`src/design/firrb_pkg.sv`:
```
`default_nettype none
// ----------------------------------------------------------------------------
// firrb_pkg: shared types for the ring-buffer FIR filter
// Sample, coefficient and accumulator types, the controller/datapath command
// and status bundles, and the register map size.
// ----------------------------------------------------------------------------
package firrb_pkg;

	localparam int NUM_COEF = 8;
	localparam int LINE_DEPTH = 8;
	localparam int PTR_W = 3;
	localparam int ACC_W = 40;
	localparam int PROD_W = 32;
	localparam int FRAC_BITS = 15;
	localparam int ADDR_W = 5;
	localparam int DATA_W = 32;

	typedef logic signed [15:0] sample_t;
	typedef sample_t [NUM_COEF-1:0] coef_vec_t;
	typedef logic [PTR_W-1:0] ptr_t;
	typedef logic signed [ACC_W-1:0] acc_t;
	typedef logic signed [PROD_W-1:0] prod_t;

	// controller -> datapath
	typedef struct packed {
		logic start;     // write the new sample, clear accumulator, set pointers
		logic mac;       // multiply one tap, accumulate previous product
		logic accum;     // accumulate the last product only
		logic load_out;  // scale, saturate and load the output register
	} dp_cmd_t;

	// datapath -> controller
	typedef struct packed {
		logic tap_last;  // current tap is the last one
	} dp_stat_t;

endpackage : firrb_pkg
`default_nettype wire

```
`src/design/firrb_regs.sv`:
```
`default_nettype none
// ----------------------------------------------------------------------------
// firrb_regs: coefficient register file
// APB-style write/read port for the eight Q1.15 coefficients.
// ----------------------------------------------------------------------------
module firrb_regs (
	input  wire logic                         clk,
	input  wire logic                         arst_n,
	input  wire logic                         psel,
	input  wire logic                         penable,
	input  wire logic                         pwrite,
	input  wire logic [firrb_pkg::ADDR_W-1:0] paddr,
	input  wire logic [firrb_pkg::DATA_W-1:0] pwdata,
	output logic      [firrb_pkg::DATA_W-1:0] prdata,
	output logic                              pready,
	output firrb_pkg::coef_vec_t              coef
);
	import firrb_pkg::*;

	coef_vec_t coef_q;
	ptr_t      reg_idx;
	logic      wr_en;
	sample_t   rd_val;

	assign reg_idx = paddr[ADDR_W-1:2];
	assign pready  = 1'b1;
	assign wr_en   = psel & penable & pwrite & pready;

	always_ff @(posedge clk or negedge arst_n) begin
		if (!arst_n) begin
			coef_q <= '0;
		end else if (wr_en) begin
			coef_q[reg_idx] <= sample_t'(pwdata[15:0]);
		end
	end

	assign rd_val = coef_q[reg_idx];
	assign prdata = {{(DATA_W-16){rd_val[15]}}, rd_val};
	assign coef   = coef_q;

endmodule : firrb_regs
`default_nettype wire

```
`src/design/firrb_ctrl.sv`:
```
`default_nettype none
// ----------------------------------------------------------------------------
// firrb_ctrl: sequencer for the FIR filter
// Steps the datapath through one multiply-accumulate per tap and owns the
// input and output handshakes.
// ----------------------------------------------------------------------------
module firrb_ctrl (
	input  wire logic                clk,
	input  wire logic                arst_n,
	input  wire logic                in_valid,
	output logic                     in_stall,
	output logic                     out_valid,
	input  wire logic                out_stall,
	output firrb_pkg::dp_cmd_t       cmd,
	input  wire firrb_pkg::dp_stat_t stat
);
	import firrb_pkg::*;

	localparam logic [1:0] ST_IDLE = 2'd0;
	localparam logic [1:0] ST_MAC  = 2'd1;
	localparam logic [1:0] ST_LAST = 2'd2;
	localparam logic [1:0] ST_DONE = 2'd3;

	logic [1:0] state_q;
	logic [1:0] state_d;
	logic       out_valid_q;
	logic       out_free;

	assign in_stall  = (state_q != ST_IDLE);
	assign out_valid = out_valid_q;
	assign out_free  = !out_valid_q || !out_stall;

	always_comb begin
		state_d = state_q;
		cmd     = '0;
		unique case (state_q)
			ST_IDLE: begin
				if (in_valid) begin
					cmd.start = 1'b1;
					state_d   = ST_MAC;
				end
			end
			ST_MAC: begin
				cmd.mac = 1'b1;
				if (stat.tap_last) begin
					state_d = ST_LAST;
				end
			end
			ST_LAST: begin
				cmd.accum = 1'b1;
				state_d   = ST_DONE;
			end
			ST_DONE: begin
				// hold the result until the output register frees up
				if (out_free) begin
					cmd.load_out = 1'b1;
					state_d      = ST_IDLE;
				end
			end
			default: state_d = ST_IDLE;
		endcase
	end

	always_ff @(posedge clk or negedge arst_n) begin
		if (!arst_n) begin
			state_q     <= ST_IDLE;
			out_valid_q <= 1'b0;
		end else begin
			state_q <= state_d;
			if (cmd.load_out) begin
				out_valid_q <= 1'b1;
			end else if (!out_stall) begin
				out_valid_q <= 1'b0;
			end
		end
	end

endmodule : firrb_ctrl
`default_nettype wire

```
`src/design/firrb_dp.sv`:
```
`default_nettype none
// ----------------------------------------------------------------------------
// firrb_dp: FIR datapath
// Circular delay line, one shared 16x16 multiplier, 40-bit accumulator,
// and the scale/saturate stage feeding the output register.
// ----------------------------------------------------------------------------
module firrb_dp #(
	parameter int TAPS = 8
) (
	input  wire logic                 clk,
	input  wire logic                 arst_n,
	input  wire firrb_pkg::dp_cmd_t   cmd,
	output firrb_pkg::dp_stat_t       stat,
	input  wire firrb_pkg::coef_vec_t coef,
	input  wire firrb_pkg::sample_t   sample_in,
	output firrb_pkg::sample_t        filtered_out,
	output logic                      saturated
);
	import firrb_pkg::*;

	localparam ptr_t LAST_IDX = ptr_t'(TAPS - 1);

	sample_t line_q [LINE_DEPTH];
	ptr_t    wr_pos_q;
	ptr_t    rd_pos_q;
	ptr_t    tap_q;
	prod_t   prod_q;
	acc_t    acc_q;
	acc_t    prod_ext;
	sample_t out_q;
	logic    sat_q;

	logic signed [ACC_W-FRAC_BITS-1:0] scaled;
	logic                              over;
	sample_t                           clipped;

	assign stat.tap_last = (tap_q == LAST_IDX);
	assign prod_ext      = {{(ACC_W-PROD_W){prod_q[PROD_W-1]}}, prod_q};

	// delay line and write pointer
	always_ff @(posedge clk or negedge arst_n) begin
		if (!arst_n) begin
			for (int i = 0; i < LINE_DEPTH; i++) begin
				line_q[i] <= '0;
			end
			wr_pos_q <= '0;
		end else if (cmd.start) begin
			line_q[wr_pos_q] <= sample_in;
			wr_pos_q         <= (wr_pos_q == LAST_IDX) ? '0 : wr_pos_q + ptr_t'(1);
		end
	end

	// tap walk and multiply-accumulate
	always_ff @(posedge clk) begin
		if (cmd.start) begin
			rd_pos_q <= wr_pos_q;
			tap_q    <= '0;
			prod_q   <= '0;
			acc_q    <= '0;
		end else if (cmd.mac) begin
			prod_q   <= $signed(coef[tap_q]) * $signed(line_q[rd_pos_q]);
			acc_q    <= acc_q + prod_ext;
			tap_q    <= tap_q + ptr_t'(1);
			// walk back in time, wrapping at the start of the ring
			rd_pos_q <= (rd_pos_q == '0) ? LAST_IDX : rd_pos_q - ptr_t'(1);
		end else if (cmd.accum) begin
			acc_q <= acc_q + prod_ext;
		end
	end

	// floor shift and clip to 16 bits
	assign scaled  = acc_q[ACC_W-1:FRAC_BITS];
	assign over    = (scaled[ACC_W-FRAC_BITS-1:15] != {(ACC_W-FRAC_BITS-15){scaled[15]}});
	assign clipped = !over ? scaled[15:0]
	               : (scaled[ACC_W-FRAC_BITS-1] ? 16'sh8000 : 16'sh7fff);

	always_ff @(posedge clk) begin
		if (cmd.load_out) begin
			out_q <= clipped;
			sat_q <= over;
		end
	end

	assign filtered_out = out_q;
	assign saturated    = sat_q;

endmodule : firrb_dp
`default_nettype wire

```
`src/design/fir_filter_ring_buffer.sv`:
```
`default_nettype none
// ----------------------------------------------------------------------------
// fir_filter_ring_buffer: direct-form FIR filter over a circular delay line
// Usage:
//   Input beat (in_valid/in_stall, sample_in Q1.15) is written into an
//   eight-entry ring; the filter then walks TAPS taps, one multiply-
//   accumulate per cycle on a single 16x16 multiplier into a 40-bit
//   accumulator, shifts right by 15 (floor) and saturates to 16 bits.
//   Output beat (out_valid/out_stall) carries filtered_out and saturated,
//   which flags a clipped result.
//   The shared multiplier steps once per tap; the final add, the output
//   load and the idle state in which the next beat is taken follow, so a
//   new sample is taken only after the previous one has been filtered.
//   in_stall stays high while a sample is being filtered; a new sample may
//   be taken while the previous result still waits in the output register.
//   If the receiver stalls, the result is held and the next sample's result
//   waits in the sequencer until the output register frees.
//   Reset clears the coefficients, the delay line and the write pointer.
//   Coefficients coef_0..coef_7 are at byte addresses 0x00..0x1C on the
//   APB port; write them only while the filter is idle.
// ----------------------------------------------------------------------------
module fir_filter_ring_buffer #(
	parameter int TAPS = 8
) (
	input  wire logic                         clk,
	input  wire logic                         arst_n,
	input  wire logic                         psel,
	input  wire logic                         penable,
	input  wire logic                         pwrite,
	input  wire logic [firrb_pkg::ADDR_W-1:0] paddr,
	input  wire logic [firrb_pkg::DATA_W-1:0] pwdata,
	output logic      [firrb_pkg::DATA_W-1:0] prdata,
	output logic                              pready,
	input  wire logic                         in_valid,
	output logic                              in_stall,
	input  wire firrb_pkg::sample_t           sample_in,
	output logic                              out_valid,
	input  wire logic                         out_stall,
	output firrb_pkg::sample_t                filtered_out,
	output logic                              saturated
);
	import firrb_pkg::*;

	coef_vec_t coef;
	dp_cmd_t   cmd;
	dp_stat_t  stat;

	firrb_regs u_regs (
		.clk     (clk),
		.arst_n  (arst_n),
		.psel    (psel),
		.penable (penable),
		.pwrite  (pwrite),
		.paddr   (paddr),
		.pwdata  (pwdata),
		.prdata  (prdata),
		.pready  (pready),
		.coef    (coef)
	);

	firrb_ctrl u_ctrl (
		.clk       (clk),
		.arst_n    (arst_n),
		.in_valid  (in_valid),
		.in_stall  (in_stall),
		.out_valid (out_valid),
		.out_stall (out_stall),
		.cmd       (cmd),
		.stat      (stat)
	);

	firrb_dp #(
		.TAPS (TAPS)
	) u_dp (
		.clk          (clk),
		.arst_n       (arst_n),
		.cmd          (cmd),
		.stat         (stat),
		.coef         (coef),
		.sample_in    (sample_in),
		.filtered_out (filtered_out),
		.saturated    (saturated)
	);

endmodule : fir_filter_ring_buffer
`default_nettype wire
```
`config.mk`:
```
export PLATFORM = sky130hd
export DESIGN_NAME = fir_filter_ring_buffer
export DESIGN_NICKNAME = d
export VERILOG_FILES = /design/src/design/firrb_pkg.sv /design/src/design/firrb_regs.sv /design/src/design/firrb_ctrl.sv /design/src/design/firrb_dp.sv /design/src/design/fir_filter_ring_buffer.sv
export SDC_FILE = /design/constraint.sdc
export NUM_CORES = 1
export LEC_CHECK = 0
export BUFFER_PORTS_ARGS = -buffer_cell sky130_fd_sc_hd__buf_2
export CAP_MARGIN = 20
export CORE_UTILIZATION = 65
export CTS_CLUSTER_DIAMETER = 100
export DETAILED_ROUTE_END_ITERATION = 12
export PLACE_DENSITY = 0.86
export SETUP_SLACK_MARGIN = 0.02
export SLEW_MARGIN = 20
export SYNTH_ARGS = -nofsm -noshare
export SYNTH_HDL_FRONTEND = slang
export SYNTH_SLANG_ARGS = --single-unit
```
`constraint.sdc`:
```
create_clock -name clk -period 16.31 [get_ports clk]
set_clock_uncertainty 0.2 [all_clocks]
set_input_delay 1.631 -clock clk [delete_from_list [all_inputs] [get_ports clk]]
set_output_delay 1.631 -clock clk [all_outputs]
set_load 0.05 [all_outputs]
```
==> results by group, run 1 <==
Status
  – Status: finished, final reports clean

Clocking
  – Clk buf depth: 3
  – Clock sinks: 357
  – Post_cts resized: 0
  – Root Buffer: clkbuf_16
  – Clock transition at path regs: 0.06 ns
  – Postcts setup bufs: 0
  – H-tree Lvls: 2
  – Clk_lat worst skew: 0.59 ns
  – Hold_buf cts: 0
  – CTS tree: done
  – CTS buffer count: 40

Critical path
  – CP max FO: 34
  – CP peak stage delay: 0.95 ns
  – Worst setup path class: register to register
  – CP Cell Sequence: buf_4 -> mux4_2 -> mux2i_1 -> nor2_1 -> fa_1 -> inv_1 -> fa_1 -> fa_1 -> inv_1 -> fa_1 -> fa_1 -> inv_1 -> fa_1 -> inv_1 -> ha_1 -> a21oi_1 -> o21bai_1 -> a2111oi_0 -> o31a_1 -> a21oi_1 -> or2_2 -> nor4_1 -> nor4b_1
  – CP startpoint kind: register
  – WP buf/inv: 5
  – Required time of the critical path: 16.57 ns
  – CP most frequent cell: fa_1
  – Endpoint type of the worst setup path: register
  – Slowest CP cell: mux2i_1
  – Family with the most delay on the worst path: adder cells
  – CP arrival: 8.99 ns

Synth
  – Synth area leaders: dfrtp_1, fa_1, mux2_2
  – Main synth FF type: dfrtp_1
  – Mapped Avg Cell Area: 10.8 sq um
  – Net Count, Synth: 3046
  – Syn Inst Count: 2591
  – Mapped Area: 0.0279 sq mm
  – Top cells by count, synth: inv_1, mux2_2, fa_1
  – Post-synth EDFFs: 20
  – Count of different cell masters after synthesis: 72
  – Count leader, synth: inv_1
  – Register area share after synthesis: 31.1%
  – Post-synthesis register bit count: 357
  – YS warnings: 0
  – Synth async-reset ratio: 73.4%
  – Dominant cell type by area after synthesis: dfrtp_1
  – Area share of the largest cell type after synthesis: 23.5%

Routing
  – Vias per cell: 6.40
  – Routed vias: 20564
  – DRT antenna net count: 0
  – DR WL/cell: 21.8 um
  – Iter 0 DRT Violations: 1840
  – Pre-antenna DRT Iters: 6
  – Final wirelength: 70000 um
  – DRC: 0

Place
  – # port buffers: 92
  – Worst slack at placement: 7.67 ns
  – Placer Congestion: 0.962
  – Dpl cell area: 0.0289 sq mm
  – DP HPWL: 49800 um

Timing
  – Final setup violation count: 0
  – RSZ-0062 raised after global routing: no
  – Final WS setup: 7.58 ns
  – Final setup TNS: 0 ns
  – Fmax: 115 MHz
  – Rel. slew slack: 17.2%
  – Slew @ Worst Pin: 1.21 ns
  – Final min period: 8.73 ns
  – Period utilization: 53.5%
  – Hold Violations, Final: 0
  – Pins Over Slew Limit: 0

Floorplan
  – Rows: 75
  – Die width: 209 um
  – Area of the die: 0.0437 sq mm
  – Initial Util: 66.2%
  – Die height: 209 um
  – CORE AREA: 0.0421 sq mm
  – I/O pins: 112

Global route
  – Gr busiest metal: met2
  – Global route total overflow: 0
  – Wire length of the first global-routing pass: 112000 um
  – M1 GR Usage: 40.1%
  – Vias in the first global route: 21475
  – Largest net degree at the start of global routing: 121
  – Global Route Usage Sum: 32.7%
  – GRT met2 Usage: 55.0%
  – GR met3 Demand/Resource: 6.34%
  – Initial antenna violation count: 4

Final layout
  – Design area: 0.0302 sq mm
  – Area of the multi-input gates: 0.0175 sq mm
  – Synthesis-to-finish area growth: 8.44%
  – Register area: 0.00866 sq mm
  – Final nets: 3099
  – Share of cells above drive strength 1: 21.3%
  – Number of fill cells: 2696

Worst hold path
  – Worst Hold Class: register to register

Run
  – Max cap viols: 0
==> worst min-delay path: stages, from the launching register on <==
cell and delay (ns):
dfxtp_1 0.31, nand2_1 0.06, a21oi_1 0.05
==> logic make-up (layout without fill, tap and decap cells) <==
kind of cell	Yosys count	in the layout	synth area share, %
flops	357	357	31.1
fa+ha+maj	395	395	24.8
xor+xnor	56	56	1.76
mux	405	405	18.7
other cells	1	3	0.0135
compound gates	342	342	8.09
buf+inv	470	553	6.58
simple gates	565	565	9.03
==> flip-flops by register name, indices dropped and copies added (netlist names) <==
signal             cells
u_dp.prod_q           32
u_dp.line_q          128
u_dp.filtered_out     16
u_ctrl.state_q         2
u_ctrl.out_valid       1
u_regs.coef          128
u_dp.saturated         1
u_dp.tap_q             3
u_dp.rd_pos_q          3
u_dp.wr_pos_q          3
u_dp.acc_q            40
==> final timing paths <==
path / endpoint / slack, ns / depth (start not counted) / from
setup / recovery: u_dp.prod_q[31] / 7.58 / 23 / u_dp.tap_q[0]
min in group asynchronous: u_regs.coef[71] / 0.89 / 1 / arst_n
max in group asynchronous: u_dp.line_q[28] / 12.91 / 3 / arst_n
hold reg to reg: u_dp.acc_q[4] / 0.28 / 2 / u_dp.acc_q[4]
hold / removal: u_dp.acc_q[4] / 0.28 / 2 / u_dp.acc_q[4]
setup reg to reg: u_dp.prod_q[31] / 7.58 / 23 / u_dp.tap_q[0]
==> final cells by class <==
| cell class | count | share of cell area [%] |
|---|---|---|
| flip-flops and latches | 357 | 28.6 |
| diodes | 2 | 0.0166 |
| clock inverters | 19 | 0.828 |
| well taps | 539 | 2.23 |
| multi-input cells | 1764 | 57.8 |
| repair buffers | 134 | 2.61 |
| inverters | 347 | 4.31 |
| clock buffers | 53 | 3.60 |
==> metal layers <==
layer | part of all wire, % | vias up
met4 | 5.4 | 4
met1 | 37 | 10291
met2 | 49 | 1089
met3 | 8.2 | 275
met5 | 0.040 | -
li1 | - | 8905
==> layout by cell type (no fill, tap or decap), types with 9 or more instances in the layout <==
master and instances:
o21ai_0 68, mux2_2 279, clkbuf_1 9, a21o_1 27, buf_4 41, nor3_1 30
edfxtp_1 20, mux4_2 64, a211oi_1 18, o211ai_1 9, nand3_1 16, inv_1 347
mux2i_1 59, or3_1 10, xnor2_1 35, nor2_1 224, nand2b_1 16, nor2b_1 11
clkbuf_16 40, dfrtp_1 262, a22oi_1 64, nand2_1 179, a21oi_1 80, fa_1 263
nand4_1 29, dfxtp_1 74, ha_1 130, xor2_1 21, o21a_1 12, buf_2 91
==> stage by stage <==
stage	cells	hold WS [ns]	utilization, %
final	3215	0.278	71.8
after global routing	3215	0.290	71.8
after CTS	3213	0.283	71.7
after detailed placement	3141	0.272	68.5
after global placement	3141	0.247	68.5
after floorplan	2591	0.229	-
Power of run 1 is left out: the tool's default activity adds up to more than one toggle a clock period on the data nets, which glitch-free logic cannot reach.
==> run 2: changes to the inputs <==
Settings changed: CORE_UTILIZATION 65 to 58, PLACE_DENSITY 0.86 to 0.82.
Clock period 16.31 ns to 7.05 ns, I/O delays scaled along.
==> run 2 against run 1 <==
  * The run now ends with setup timing left
  * Register-to-register slack lost 7.6 ns
  * Via count grew 3.2%
  * Wire length grew 7.2%
  * Non-clock buffer count grew 180
  * Critical path depth grew 3
  * Global-route usage shrank 2.3 points
  * Die area grew 12%
  * Sequential share of layout area shrank 2.1 points
  * Largest cell class unchanged
  * Highest routed layer unchanged
==> results by group, run 2 (same netlist as run 1, synthesis figures left out) <==
Timing
  – Final min period: 7.10 ns (-1.63 ns)
  – Rel. slew slack: 21.6% (+4.3 points)
  – Hold Violations, Final: 0 (unchanged)
  – Hold WS: 0.190 ns (-0.0881 ns)
  – Final setup violation count: 1 (+1)
  – Slew @ Worst Pin: 1.17 ns (-0.0335 ns)
  – Final WS setup: -0.0498 ns (-7.63 ns)
  – Pins Over Slew Limit: 0 (unchanged)
  – RSZ-0062 raised after global routing: yes
  – Final setup TNS: -0.0498 ns (-0.0498 ns)
  – Fmax: 141 MHz (+23%)
  – Period utilization: 101% (+47 points)

Routing
  – WL met3: 5240 um (-9.1%)
  – Iter 0 DRT Violations: 1725 (-6.3%)
  – DR WL/cell: 21.6 um (-0.54%)
  – Top routing layer in use: met5
  – Final wirelength: 75000 um (+7.2%)
  – DRT antenna net count: 0 (unchanged)
  – DRC: 0 (unchanged)
  – Vias per cell: 6.12 (-4.3%)
  – Routed vias: 21215 (+3.2%)
  – Pre-antenna DRT Iters: 5 (-1)
  – Routed wl met2: 37000 um (+8.2%)
  – WL met1: 29400 um (+12%)

Status
  – Status: complete, but fails checks
  – Failing checks: setup timing

Clocking
  – Clock transition at path regs: 0.07 ns (about the same)
  – Clk_lat worst skew: 0.59 ns (about the same)
  – CTS tree: done
  – Clock sinks: 357 (unchanged)
  – Clk buf depth: 3 (unchanged)
  – Root Buffer: clkbuf_16
  – H-tree Lvls: 2 (unchanged)
  – CTS buffer count: 40 (unchanged)

Final layout
  – Most frequent cells in the layout: inv_1, mux2_2, dfrtp_1
  – Final nets: 3279 (+5.8%)
  – Share of cells above drive strength 1: 29.4% (+8.1 points)
  – Final non-filler cell total: 3465 (+7.8%)
  – Synthesis-to-finish area growth: 17.2%
  – Commonest non-fill, non-tap cell in the layout: inv_1

Global route
  – Largest net degree at the start of global routing: 206 (+70%)
  – Wire length of the first global-routing pass: 118000 um (+4.8%)
  – Initial antenna violation count: 4 (unchanged)
  – Global Route Usage Sum: 30.4% (-2.3 points)
  – Vias in the first global route: 22249 (+3.6%)
  – Global route total overflow: 0 (unchanged)

Floorplan
  – Initial Util: 59.4% (-6.8 points)
  – Rows: 79 (+5.3%)
  – Die height: 221 um (+5.8%)
  – Area of the die: 0.0489 sq mm (+12%)
  – CORE AREA: 0.0470 sq mm (+11%)
  – Die width: 221 um (+5.8%)
  – I/O pins: 112 (unchanged)

Critical path
  – Worst setup path class: register to register
  – Required time of the critical path: 7.30 ns (-9.27 ns)
  – CP startpoint kind: register
  – CP max FO: 6 (-82%)
  – Endpoint type of the worst setup path: register
  – CP arrival: 7.35 ns (-1.64 ns)

Worst hold path
  – Worst Hold Class: primary input to register

Place
  – Worst slack at placement: -0.418 ns (-8.09 ns)
  – # port buffers: 92 (unchanged)
  – Cells after DPL: 3349 (+6.6%)
  – Placer Congestion: 1.02 (+6.5%)
  – DP HPWL: 53000 um (+6.4%)

Run
  – Max cap viols: 0 (unchanged)
[run 2: cell types whose count changed in the layout (fill, tap and decap cells not counted), sizes merged]
cell	delta
clkinvlp	+1
clkinv	-6
dlygate4sd3	+1
buf	+177
bufinv	+1
inv	-1
diode	+1
clkbuf	+8
[run 2: layout make-up]
cell class                 count  area (sq um)
fill                        3184         14300
inverter                     347          1310
multi-input combinational   1764         18000
timing repair buffer         314          2530
clock buffer                  59          1190
sequential                   357          8660
tap                          607           759
antenna                        3          7.51
clock inverter                14           254
[run 2: metrics by stage]
step                      area [sq um]  utilization [%]
after global routing             32700             69.6
after detailed placement         30300             64.5
after CTS                        32200             68.5
final                            32700             69.6
after floorplan                  28100                -
after global placement           30300             64.5
[run 2: worst max-delay path, stage by stage (launching register included)]
cell and delay [ns]:
dfxtp_4 0.39, clkbuf_16 0.17, buf_4 0.11, mux4_2 0.57, mux2i_4 0.31, nor2_1 0.13, fa_1 0.51, inv_1 0.06
fa_2 0.58, fa_1 0.46, inv_2 0.09, fa_2 0.42, fa_1 0.50, inv_1 0.05, fa_1 0.36, inv_1 0.11
ha_4 0.22, a21oi_2 0.18, o21bai_1 0.09, a2111oi_1 0.34, buf_4 0.18, o31a_1 0.18, a21oi_2 0.09, or2_4 0.27
buf_4 0.15, nor4_4 0.15, nor4b_2 0.08
[run 2: worst paths after layout]
kind,start,to,slack [ns],cells after the start
worst max-delay path,u_dp.tap_q[0],u_dp.prod_q[31],-0.05,26
worst min-delay path,out_stall,u_ctrl.out_valid,0.19,2
worst max register to register,u_dp.tap_q[0],u_dp.prod_q[31],-0.05,26
worst min register to register,u_dp.prod_q[23],u_dp.prod_q[23],0.26,2
min in group asynchronous,arst_n,u_regs.coef[73],0.46,2
max in group asynchronous,arst_n,u_ctrl.state_q[0],4.70,4
[run 2: layer usage]
metal,GRT usage [%],vias to the layer above
met4,15.3,2
met1,38.2,10771
met2,51.2,930
met5,0,-
met3,4.65,233
li1,-,9279
[run 2: repair_timing]
action,4_1_cts,5_1_grt
hold buffers,1,0
buffers inserted,13,23
endpoints found under the setup margin,15,16
gates resized for setup,62,83
cloned,2,2
endpoints found under the hold margin,57,0
pin swaps,27,36
Power of run 2 is left out for the same reason.
==> run 3: changes to the inputs <==
Settings changed: CORE_UTILIZATION 58 to 40, PLACE_DENSITY 0.82 to 0.61, SETUP_SLACK_MARGIN 0.02 to 0.4, SLEW_MARGIN 20 to 15.
==> run 3 against run 2 <==
  * The flow still finishes with violations (setup timing)
  * Sequential cell count unchanged
  * First-iteration DRC count shrank 27%
  * Register-to-register slack gained 0.03 ns
  * Via count down 6.0%
  * Critical path type unchanged
  * Critical endpoint unchanged
==> results by group, run 3 (same netlist as run 1, synthesis figures left out) <==
Place
  – DP HPWL: 51600 um (-2.7%)
  – # port buffers: 92 (unchanged)
  – Cells after DPL: 3600 (+7.5%)
  – Placer Congestion: 0.933 (-8.9%)

Floorplan
  – Die width: 266 um (+20%)
  – Area of the die: 0.0708 sq mm (+45%)
  – Die height: 266 um (+20%)
  – CORE AREA: 0.0688 sq mm (+47%)
  – Rows: 96 (+22%)
  – I/O pins: 112 (unchanged)
  – Initial Util: 40.5% (-19 points)

Routing
  – Routed vias: 19935 (-6.0%)
  – DR WL/cell: 19.2 um (-11%)
  – Final wirelength: 71300 um (-4.9%)
  – DRC: 0 (unchanged)
  – DRT antenna net count: 0 (unchanged)
  – Iter 0 DRT Violations: 1255 (-27%)
  – Pre-antenna DRT Iters: 5 (unchanged)
  – Vias per cell: 5.36 (-12%)

Critical path
  – Crit path from: u_dp.rd_pos_q[0]
  – WP buf/inv: 7 (-1)
  – Reg2Reg Depth: 25 (-3.8%)
  – CP peak stage delay: 0.61 ns (+0.03 ns)
  – Required time of the critical path: 7.34 ns (+0.04 ns)
  – CP max FO: 11 (+5)
  – Critical path depth: 25 (-3.8%)
  – CP startpoint kind: register
  – FF-to-FF Start: u_dp.rd_pos_q[0]
  – Family with the most delay on the worst path: adder cells
  – Worst setup path class: register to register
  – CP most frequent cell: fa_1
  – Slowest CP cell: fa_1
  – CP arrival: 7.36 ns (about the same)
  – Endpoint type of the worst setup path: register

Global route
  – Wire length of the first global-routing pass: 116000 um (-1.6%)
  – Global route total overflow: 0 (unchanged)
  – Largest net degree at the start of global routing: 181 (-12%)
  – Vias in the first global route: 20876 (-6.2%)
  – Initial antenna violation count: 3 (-1)
  – Global Route Usage Sum: 20.7% (-9.7 points)

Clocking
  – CTS tree: done
  – Root Buffer: clkbuf_16
  – Clock sinks: 357 (unchanged)
  – Clk_lat worst skew: 0.59 ns (about the same)
  – H-tree Lvls: 2 (unchanged)
  – Clk buf depth: 3 (unchanged)
  – CTS buffer count: 42 (+5.0%)
  – Clock transition at path regs: 0.06 ns (about the same)

Timing
  – Rel. slew slack: 26.6% (+5.0 points)
  – Final setup violation count: 1 (unchanged)
  – Period utilization: 100% (-0.47 points)
  – Slew @ Worst Pin: 1.10 ns (-0.0718 ns)
  – Hold Violations, Final: 0 (unchanged)
  – Fmax: 142 MHz (+0.47%)
  – Pins Over Slew Limit: 0 (unchanged)
  – Final WS setup: -0.0167 ns (+0.0330 ns)
  – RSZ-0062 raised after global routing: yes
  – Final min period: 7.07 ns (-0.0330 ns)

Run
  – Max cap viols: 0 (unchanged)

Status
  – Failing checks: setup timing
  – Status: complete, but fails checks

Final layout
  – Share of cells above drive strength 1: 27.0% (-2.3 points)
  – Most frequent cells in the layout: inv_1, mux2_2, dfrtp_1
  – Register area: 0.00866 sq mm (unchanged)
  – Final nets: 3205 (-2.3%)
  – Final non-filler cell total: 3716 (+7.2%)
  – Area of the multi-input gates: 0.0179 sq mm (-0.21%)
  – Synthesis-to-finish area growth: 16.3%
  – Number of fill cells: 6155 (+93%)
  – Commonest non-fill, non-tap cell in the layout: inv_1

Worst hold path
  – Hold path startpoint: out_stall
  – Worst Hold Class: primary input to register
  – Worst Hold Depth: 2 (unchanged)
## run 3: cell types whose count changed in the layout (fill, tap and decap cells not counted), sizes merged
cell,before,now
clkinv,3,8
diode,3,2
buf,311,236
bufinv,5,2
clkbuf,61,62
## run 3: repair_timing
item,in CTS,in global routing
resized for setup,46,20
cloned,4,1
endpoints found under the setup margin,15,20
setup buffers,28,3
pin swaps,19,5
hold buffers,1,0
endpoints found under the hold margin,82,0
## run 3: stage by stage
stage / util [%] / area [sq um] / hold slack [ns] / worst slack, ns / setup TNS, ns
4_1_cts: 46.9 / 32300 / 0.151 / 0.0269 / 0
6_report: 47.1 / 32400 / 0.181 / -0.0167 / -0.0167
3_3_place_gp: 44.0 / 30300 / 0.254 / 0.0417 / 0
3_5_place_dp: 44.0 / 30300 / 0.260 / -0.0207 / -0.0207
2_1_floorplan: - / 28300 / 0.209 / 0.358 / 0
5_1_grt: 47.1 / 32400 / 0.192 / -0.194 / -1.28
## run 3: routing by layer
metal  part of all wire, %  up-vias  GRT usage (%)
li1                      -     9120              -
met1                    44    10090           27.6
met2                    47      579           34.3
met3                   5.2      144           3.36
met4                   3.0        2           6.34
met5                 0.011        -              0
## run 3: worst reg2reg max path, delay by kind of cell, from the launching register on
family	cells	cell delay, ns
adder cells (fa/ha/maj)	7	3.13
AO/OA/AOI/OAI	5	0.96
multiplexers	3	0.94
buffers and inverters	7	0.74
flip-flops	1	0.37
AND/OR/NAND/NOR	3	0.66
## run 3: area by class of cell
type	count	share of cell area, %
clock buffer	61	3.84
timing repair buffer	238	5.89
multi-input combinational	1764	55.3
inverter	347	4.02
antenna	2	0.0154
clock inverter	16	0.621
tap	931	3.59
sequential	357	26.7
## run 3: final timing paths
kind	to	slack (ns)
max in group asynchronous	u_ctrl.state_q[1]	4.65
worst max-delay path	u_dp.prod_q[31]	-0.02
min in group asynchronous	u_regs.coef[104]	0.48
worst min register to register	u_dp.prod_q[19]	0.26
worst max register to register	u_dp.prod_q[31]	-0.02
worst min-delay path	u_ctrl.out_valid	0.18
Power of run 3 is left out for the same reason.
